$ cat config.mk
export PLATFORM = sky130hd
export DESIGN_NAME = tsw_ctrl
export DESIGN_NICKNAME = d
export VERILOG_FILES = /design/src/hdl/tsw_pkg.sv /design/src/hdl/tsw_ctrl.sv
export SDC_FILE = /design/constraint.sdc
export NUM_CORES = 1
export LEC_CHECK = 0
export ABC_CLOCK_PERIOD_IN_PS = 2500
export BUFFER_PORTS_ARGS = -buffer_cell sky130_fd_sc_hd__buf_2
export CAP_MARGIN = 20
export CORE_AREA = 3 3 40 42
export CTS_CLUSTER_DIAMETER = 150
export DETAILED_ROUTE_END_ITERATION = 8
export DIE_AREA = 0 0 43 45
export SYNTH_ARGS = -nofsm -noshare
export SYNTH_HDL_FRONTEND = slang
export SYNTH_SLANG_ARGS = --single-unit
$ cat constraint.sdc
create_clock -name clk -period 2.5 [get_ports clk]
set_clock_uncertainty 0.15 [all_clocks]
set_input_delay 0.25 -clock clk [delete_from_list [all_inputs] [get_ports clk]]
set_output_delay 0.25 -clock clk [all_outputs]
set_load 0.02 [all_outputs]
$ cat src/hdl/tsw_pkg.sv
// Shared constants, types and helpers for the text screen writer.
// Depends on nothing; every other file of the block imports it.

package tsw_pkg;

	localparam int COLUMNS = 64;
	localparam int ROWS    = 16;
	localparam int CELLS   = ROWS * COLUMNS;

	localparam int COL_W  = $clog2(COLUMNS + 1);
	localparam int ROW_W  = $clog2(ROWS);
	localparam int ADDR_W = $clog2(CELLS);
	localparam int POS_W  = $clog2(CELLS + 1);

	localparam logic [7:0] NEWLINE_CODE = 8'd10;
	localparam logic [7:0] BLANK_RESET  = 8'h20;

	typedef enum logic [2:0] {
		REQ_CHAR        = 3'd0,
		REQ_BEGIN_POS   = 3'd1,
		REQ_BEGIN_SAVED = 3'd2,
		REQ_END         = 3'd3,
		REQ_READ        = 3'd4,
		REQ_CLEAR       = 3'd5
	} req_t;

	// Commands from the controller to the datapath.
	typedef struct packed {
		logic latch;
		logic exec;
		logic ptr_clr;
		logic ptr_inc;
		logic rd_cell;
		logic rd_copy;
		logic wr_copy;
		logic wr_blank;
		logic wr_char_late;
		logic load_out;
	} tsw_cmd_t;

	// Status from the datapath to the controller.
	typedef struct packed {
		logic need_scroll;
		logic is_read;
		logic is_clear;
		logic char_pending;
		logic copy_last;
		logic fill_last;
		logic out_free;
	} tsw_sts_t;

	// Cell offset of a screen position, row major.
	function automatic logic [POS_W-1:0] cell_pos(input logic [ROW_W-1:0] row,
			input logic [COL_W-1:0] col);
		return POS_W'(int'(row) * COLUMNS + int'(col));
	endfunction

endpackage

$ cat src/hdl/tsw_ctrl.sv
// Sequencer of the text screen writer: request dispatch, scroll and fill sweeps.
// Depends on tsw_pkg for the command and status structs.

module tsw_ctrl import tsw_pkg::*; (
	input  logic     clk,
	input  logic     arst_n,
	input  logic     in_valid,
	output logic     in_ready,
	input  tsw_sts_t sts,
	output tsw_cmd_t cmd
);

	typedef enum logic [2:0] {
		S_IDLE,
		S_EXEC,
		S_RD_WAIT,
		S_SCR_RD,
		S_SCR_WR,
		S_FILL,
		S_CHAR_WR,
		S_DONE
	} state_t;

	state_t state_q;
	state_t state_d;

	assign in_ready = (state_q == S_IDLE);

	always_comb begin
		cmd     = '0;
		state_d = state_q;
		case (state_q)
			S_IDLE: begin
				if (in_valid) begin
					cmd.latch = 1'b1;
					state_d   = S_EXEC;
				end
			end
			S_EXEC: begin
				cmd.exec = 1'b1;
				if (sts.need_scroll) begin
					cmd.ptr_clr = 1'b1;
					state_d     = S_SCR_RD;
				end else if (sts.is_read) begin
					cmd.rd_cell = 1'b1;
					state_d     = S_RD_WAIT;
				end else if (sts.is_clear) begin
					cmd.ptr_clr = 1'b1;
					state_d     = S_FILL;
				end else if (sts.out_free) begin
					cmd.load_out = 1'b1;
					state_d      = S_IDLE;
				end else begin
					state_d = S_DONE;
				end
			end
			S_SCR_RD: begin
				cmd.rd_copy = 1'b1;
				state_d     = S_SCR_WR;
			end
			S_SCR_WR: begin
				cmd.wr_copy = 1'b1;
				cmd.ptr_inc = 1'b1;
				state_d     = sts.copy_last ? S_FILL : S_SCR_RD;
			end
			S_FILL: begin
				cmd.wr_blank = 1'b1;
				cmd.ptr_inc  = 1'b1;
				if (sts.fill_last) begin
					if (sts.char_pending) begin
						state_d = S_CHAR_WR;
					end else if (sts.out_free) begin
						cmd.load_out = 1'b1;
						state_d      = S_IDLE;
					end else begin
						state_d = S_DONE;
					end
				end
			end
			S_CHAR_WR: begin
				cmd.wr_char_late = 1'b1;
				if (sts.out_free) begin
					cmd.load_out = 1'b1;
					state_d      = S_IDLE;
				end else begin
					state_d = S_DONE;
				end
			end
			S_RD_WAIT, S_DONE: begin
				if (sts.out_free) begin
					cmd.load_out = 1'b1;
					state_d      = S_IDLE;
				end else begin
					state_d = S_DONE;
				end
			end
			default: begin
				state_d = S_IDLE;
			end
		endcase
	end

	always_ff @(posedge clk or negedge arst_n) begin
		if (!arst_n) begin
			state_q <= S_IDLE;
		end else begin
			state_q <= state_d;
		end
	end

endmodule

# Yosys cells after proc, flatten, opt, wreduce, memory -nomap -nowiden
# Index checks and enable logic that the tools add are counted.
dict set report totals {
  wordCells 44
  register_bits 3
}
dict set report op_classes {
  muxes 30
  n_reduce_logical 4
  eq_ne 9
}
# operator count
set op_table {}
lappend op_table {{$mux 3} 8}
lappend op_table {{$mux 1} 19}
lappend op_table {{$pmux 3 s6} 1}
lappend op_table {{$eq 3x3->1 const B} 4}
lappend op_table {{$eq 3x2->1 const B} 2}
lappend op_table {{$ne 2x2->1 const B} 2}
lappend op_table {{$eq 3x1->1 const B} 1}
lappend op_table {{$logic_not 3->1} 1}
lappend op_table {{$pmux 1 s3} 1}
lappend op_table {{$reduce_or 3->1} 1}
lappend op_table {{$mux 2} 1}
lappend op_table {{$reduce_and 2->1} 1}
lappend op_table {{$reduce_or 2->1} 1}

# Depth between registers and ports, before layout
dict set report logic_depth {
  word_depth 5
  mapped_depth 5
  depth_no_buf 4
}

# Worst setup path before layout
# OpenSTA, ideal clock, no wires.
dict set report synth_timing {
  path_type {reg-to-output}
  startpoint {register state_q[2]}
  endpoint {output port cmd[0] (netlist name)}
  path_slack_ns 0.655
  n_path_buf 1
  path_stages_with_launch 6
  t_arrival_ns 1.445
  cell_sequence {dfrtp_1 buf_6 or3b_4 nor2_4 nand4_1 a21boi_1}
}
# element line_no
set synth_lines {}
lappend synth_lines {{from (decl)} tsw_ctrl.sv:24} ;# state_t state_q;
lappend synth_lines {{from (signal assigned)} tsw_ctrl.sv:107} ;# state_q <= state_d;
lappend synth_lines {{to (decl)} tsw_ctrl.sv:10} ;# output tsw_cmd_t cmd

==> results.sh <==
export IMPL_status="completed"
export IMPL_rr_worst_depth=4
export IMPL_most_common_layout_cells="buf_2 (20), nor2_1 (7), inv_1 (5)"
export IMPL_cts_buffers=3
export IMPL_worstSetupStartpoint="state_q[2]"
export IMPL_yosys_warnings=0
export IMPL_die_area_um2=1935
export IMPL_grt_overflow=0
export IMPL_finalCritPeriodShare_pct=83.17
export IMPL_syn_nets=63
export IMPL_vias=426
export IMPL_drv_slew=0
export IMPL_diodes=0
export IMPL_rsz0062_at_grt="false"
export IMPL_fin_ws_ns=0.4207
export IMPL_seq_power_share_pct=18.5
export IMPL_die_y_um=45
export IMPL_drv_cap=0
export IMPL_final_common_cell="buf_2"
export IMPL_root_buffer="clkbuf_4"
export IMPL_ys_seq_elements=3
export IMPL_drive_gt1_share_pct=36.84
export IMPL_r2r_end="state_q[1]"
export IMPL_p_leak_nw=0.2759
export IMPL_synth_ff_type="dfrtp_1"
export IMPL_post_place_ws_ns=0.6642
export IMPL_crit_path_end_kind="primary output"
export IMPL_fill_cells=126
export IMPL_hp_class="in2async"
export IMPL_top_register="state_q"
export IMPL_via_per_inst=4.681
export IMPL_drt_iter0_drc=5
export IMPL_cts_resized=0
export IMPL_ys_types=26
export IMPL_reg2reg_slack_ns=1.03
export IMPL_timing_fmax_ghz=0.4809
export IMPL_port_buffers=20
export IMPL_slew_limit_headroom_pct=80.69
export IMPL_clockPowerShare_pct=13.6
export IMPL_async_reset_ff_share_pct=100.0
export IMPL_grt_max_degree=15
export IMPL_drt_antenna_violating_nets=0
export IMPL_fp_row_count=13
export IMPL_cts_max_level=1
export IMPL_grt_pass1_wl_mm=1.504
export IMPL_start_util_pct=29.11
export IMPL_largest_register_ffs=3
export IMPL_setup_viol=0
export IMPL_drc_errors=0
export IMPL_crit_fanout=10
export IMPL_critPathLaunchType="flip-flop"
export IMPL_intPower_uw=310.8
export IMPL_switchingPower_uw=304.2
export IMPL_clkSinkCount=3
export IMPL_finalNonFillerCells=91
export IMPL_antenna_found_initial=0
export IMPL_synth_area_um2=374.1
export IMPL_worstPathRequired_ns=2.10
export IMPL_grtUsageTotal_pct=10.17
export IMPL_fin_area_um2=509.2
export IMPL_syn_area_per_cell_um2=7.059
export IMPL_area_growth_syn_to_layout_pct=36.12
export IMPL_worstMarginPinSlew_ns=0.2896
export IMPL_r2r_start="state_q[2]"
export IMPL_tritoncts="yes"
export IMPL_critPathCapture="cmd[0]"
export IMPL_cts_path_max_buffers=2
export IMPL_path_clk_slew_ns=0.04
export IMPL_crit_type="reg2out"
export IMPL_pwr_share_comb_pct=67.9
export IMPL_nets=87
export IMPL_finalHoldViolations=0
export IMPL_first_pass_iters=4
export IMPL_layout_min_cycle_time_ns=2.079
export IMPL_insertion_delay_ns=0.23
export IMPL_routed_wl_um=932
export IMPL_setup_tns_ns=0
export IMPL_ys_seq_area_share_pct=20.07
export IMPL_reg_top3="state_q (3)"
export IMPL_netlist_instances=53
export IMPL_post_dp_cell_area_um2=473.0
export IMPL_fp_dieW_um=43
export IMPL_critPathArrivalTime_ns=1.68
export IMPL_synth_edf_count=0
export IMPL_num_io_pins=21
export IMPL_place_gp_congestion=0.7049
export IMPL_netSwitchingFraction_pct=49.46
export IMPL_place_inst=86
export IMPL_final_util_pct=39.63
export IMPL_power_density_nw_per_um2=1208
export IMPL_ir_drop_uv=374.5
export IMPL_core_area_um2=1285
export IMPL_post_dp_hpwl_um=730.8
export IMPL_grt_pass1_vias=369
export IMPL_wl_per_cell_um=10.24
-- layout make-up --
class                           instances  area, um^2  share of cell area (%)
Clock buffer                            4       26.28                   5.160
Sequential cell                         3       75.07                   14.74
Multi-Input combinational cell         42       252.7                   49.63
Inverter                                5       18.77                   3.686
Tap cell                               15       18.77                   3.686
Timing Repair Buffer                   22       117.6                   23.10
-- metrics by stage --
| step | total power, mW | hold slack, ns |
|---|---|---|
| 6_report | 0.6150 | 0.1956 |
| 2_1_floorplan | 0.4457 | -0.1956 |
| 3_5_place_dp | 0.5319 | -0.1040 |
| 4_1_cts | 0.6206 | 0.1884 |
| 5_1_grt | 0.6664 | 0.2238 |
| 3_3_place_gp | 0.5317 | -0.1050 |
-- critical path, stage by stage, from the launching register on --
cell,delay (ns)
dfrtp_1,0.47
or3b_4,0.47
nor2_4,0.10
nand4_1,0.09
a21boi_1,0.14
buf_2,0.17
-- synthesized netlist by cell type (2+ instances only) --
library cell | n | share of area (%)
a21oi_1 | 3 | 4.0
nand2_1 | 4 | 4.0
nor3_1 | 3 | 4.0
inv_1 | 5 | 5.0
nor2_1 | 7 | 7.0
and2_1 | 2 | 3.3
nand3_1 | 3 | 4.0
nor2b_1 | 2 | 3.3
o21ai_0 | 4 | 5.4
dfrtp_1 | 3 | 20
buf_6 | 2 | 6.0
-- power by group through the flow --
| stage | Combinational [mW] | Sequential, mW | Clock (mW) |
|---|---|---|---|
| after floorplan | 0.358 | 0.0879 | 0 |
| after global placement | 0.420 | 0.112 | 0 |
| after detailed placement | 0.419 | 0.113 | 0 |
| after CTS | 0.422 | 0.113 | 0.0859 |
| after global routing | 0.460 | 0.116 | 0.0909 |
| final | 0.418 | 0.114 | 0.0839 |
-- logic make-up (layout without fill, tap and decap cells) --
group	after synthesis	count (layout)	synth area share [%]
multiplexers	1	1	2.676
flip-flops	3	3	20.07
AND/OR/NAND/NOR	29	29	44.48
buffers and inverters	8	31	12.37
AO/OA/AOI/OAI	12	12	20.40
-- metal layers --
metal,wire length (um),GRT usage [%],up-vias
li1,-,-,229
met1,433,13.04,179
met2,420,16.17,18
met3,78,0.7968,0
met4,0,7.229,0
met5,0,0,-
-- worst min-delay path by stage --
stage                       to  cells past startpoint  slack, ns    from
floorplan           state_q[0]                      0      -0.20  arst_n
finish              state_q[2]                      2       0.20  arst_n
detailed placement  state_q[0]                      1      -0.10  arst_n
CTS                 state_q[2]                      2       0.19  arst_n
global route        state_q[2]                      2       0.22  arst_n
global placement    state_q[0]                      1      -0.10  arst_n
-- repair_timing --
item,in CTS,in global routing
endpoints found under the hold margin,3,0
hold buffers,1,0
setup buffers,0,0
Power figures use the tool's default switching activity.
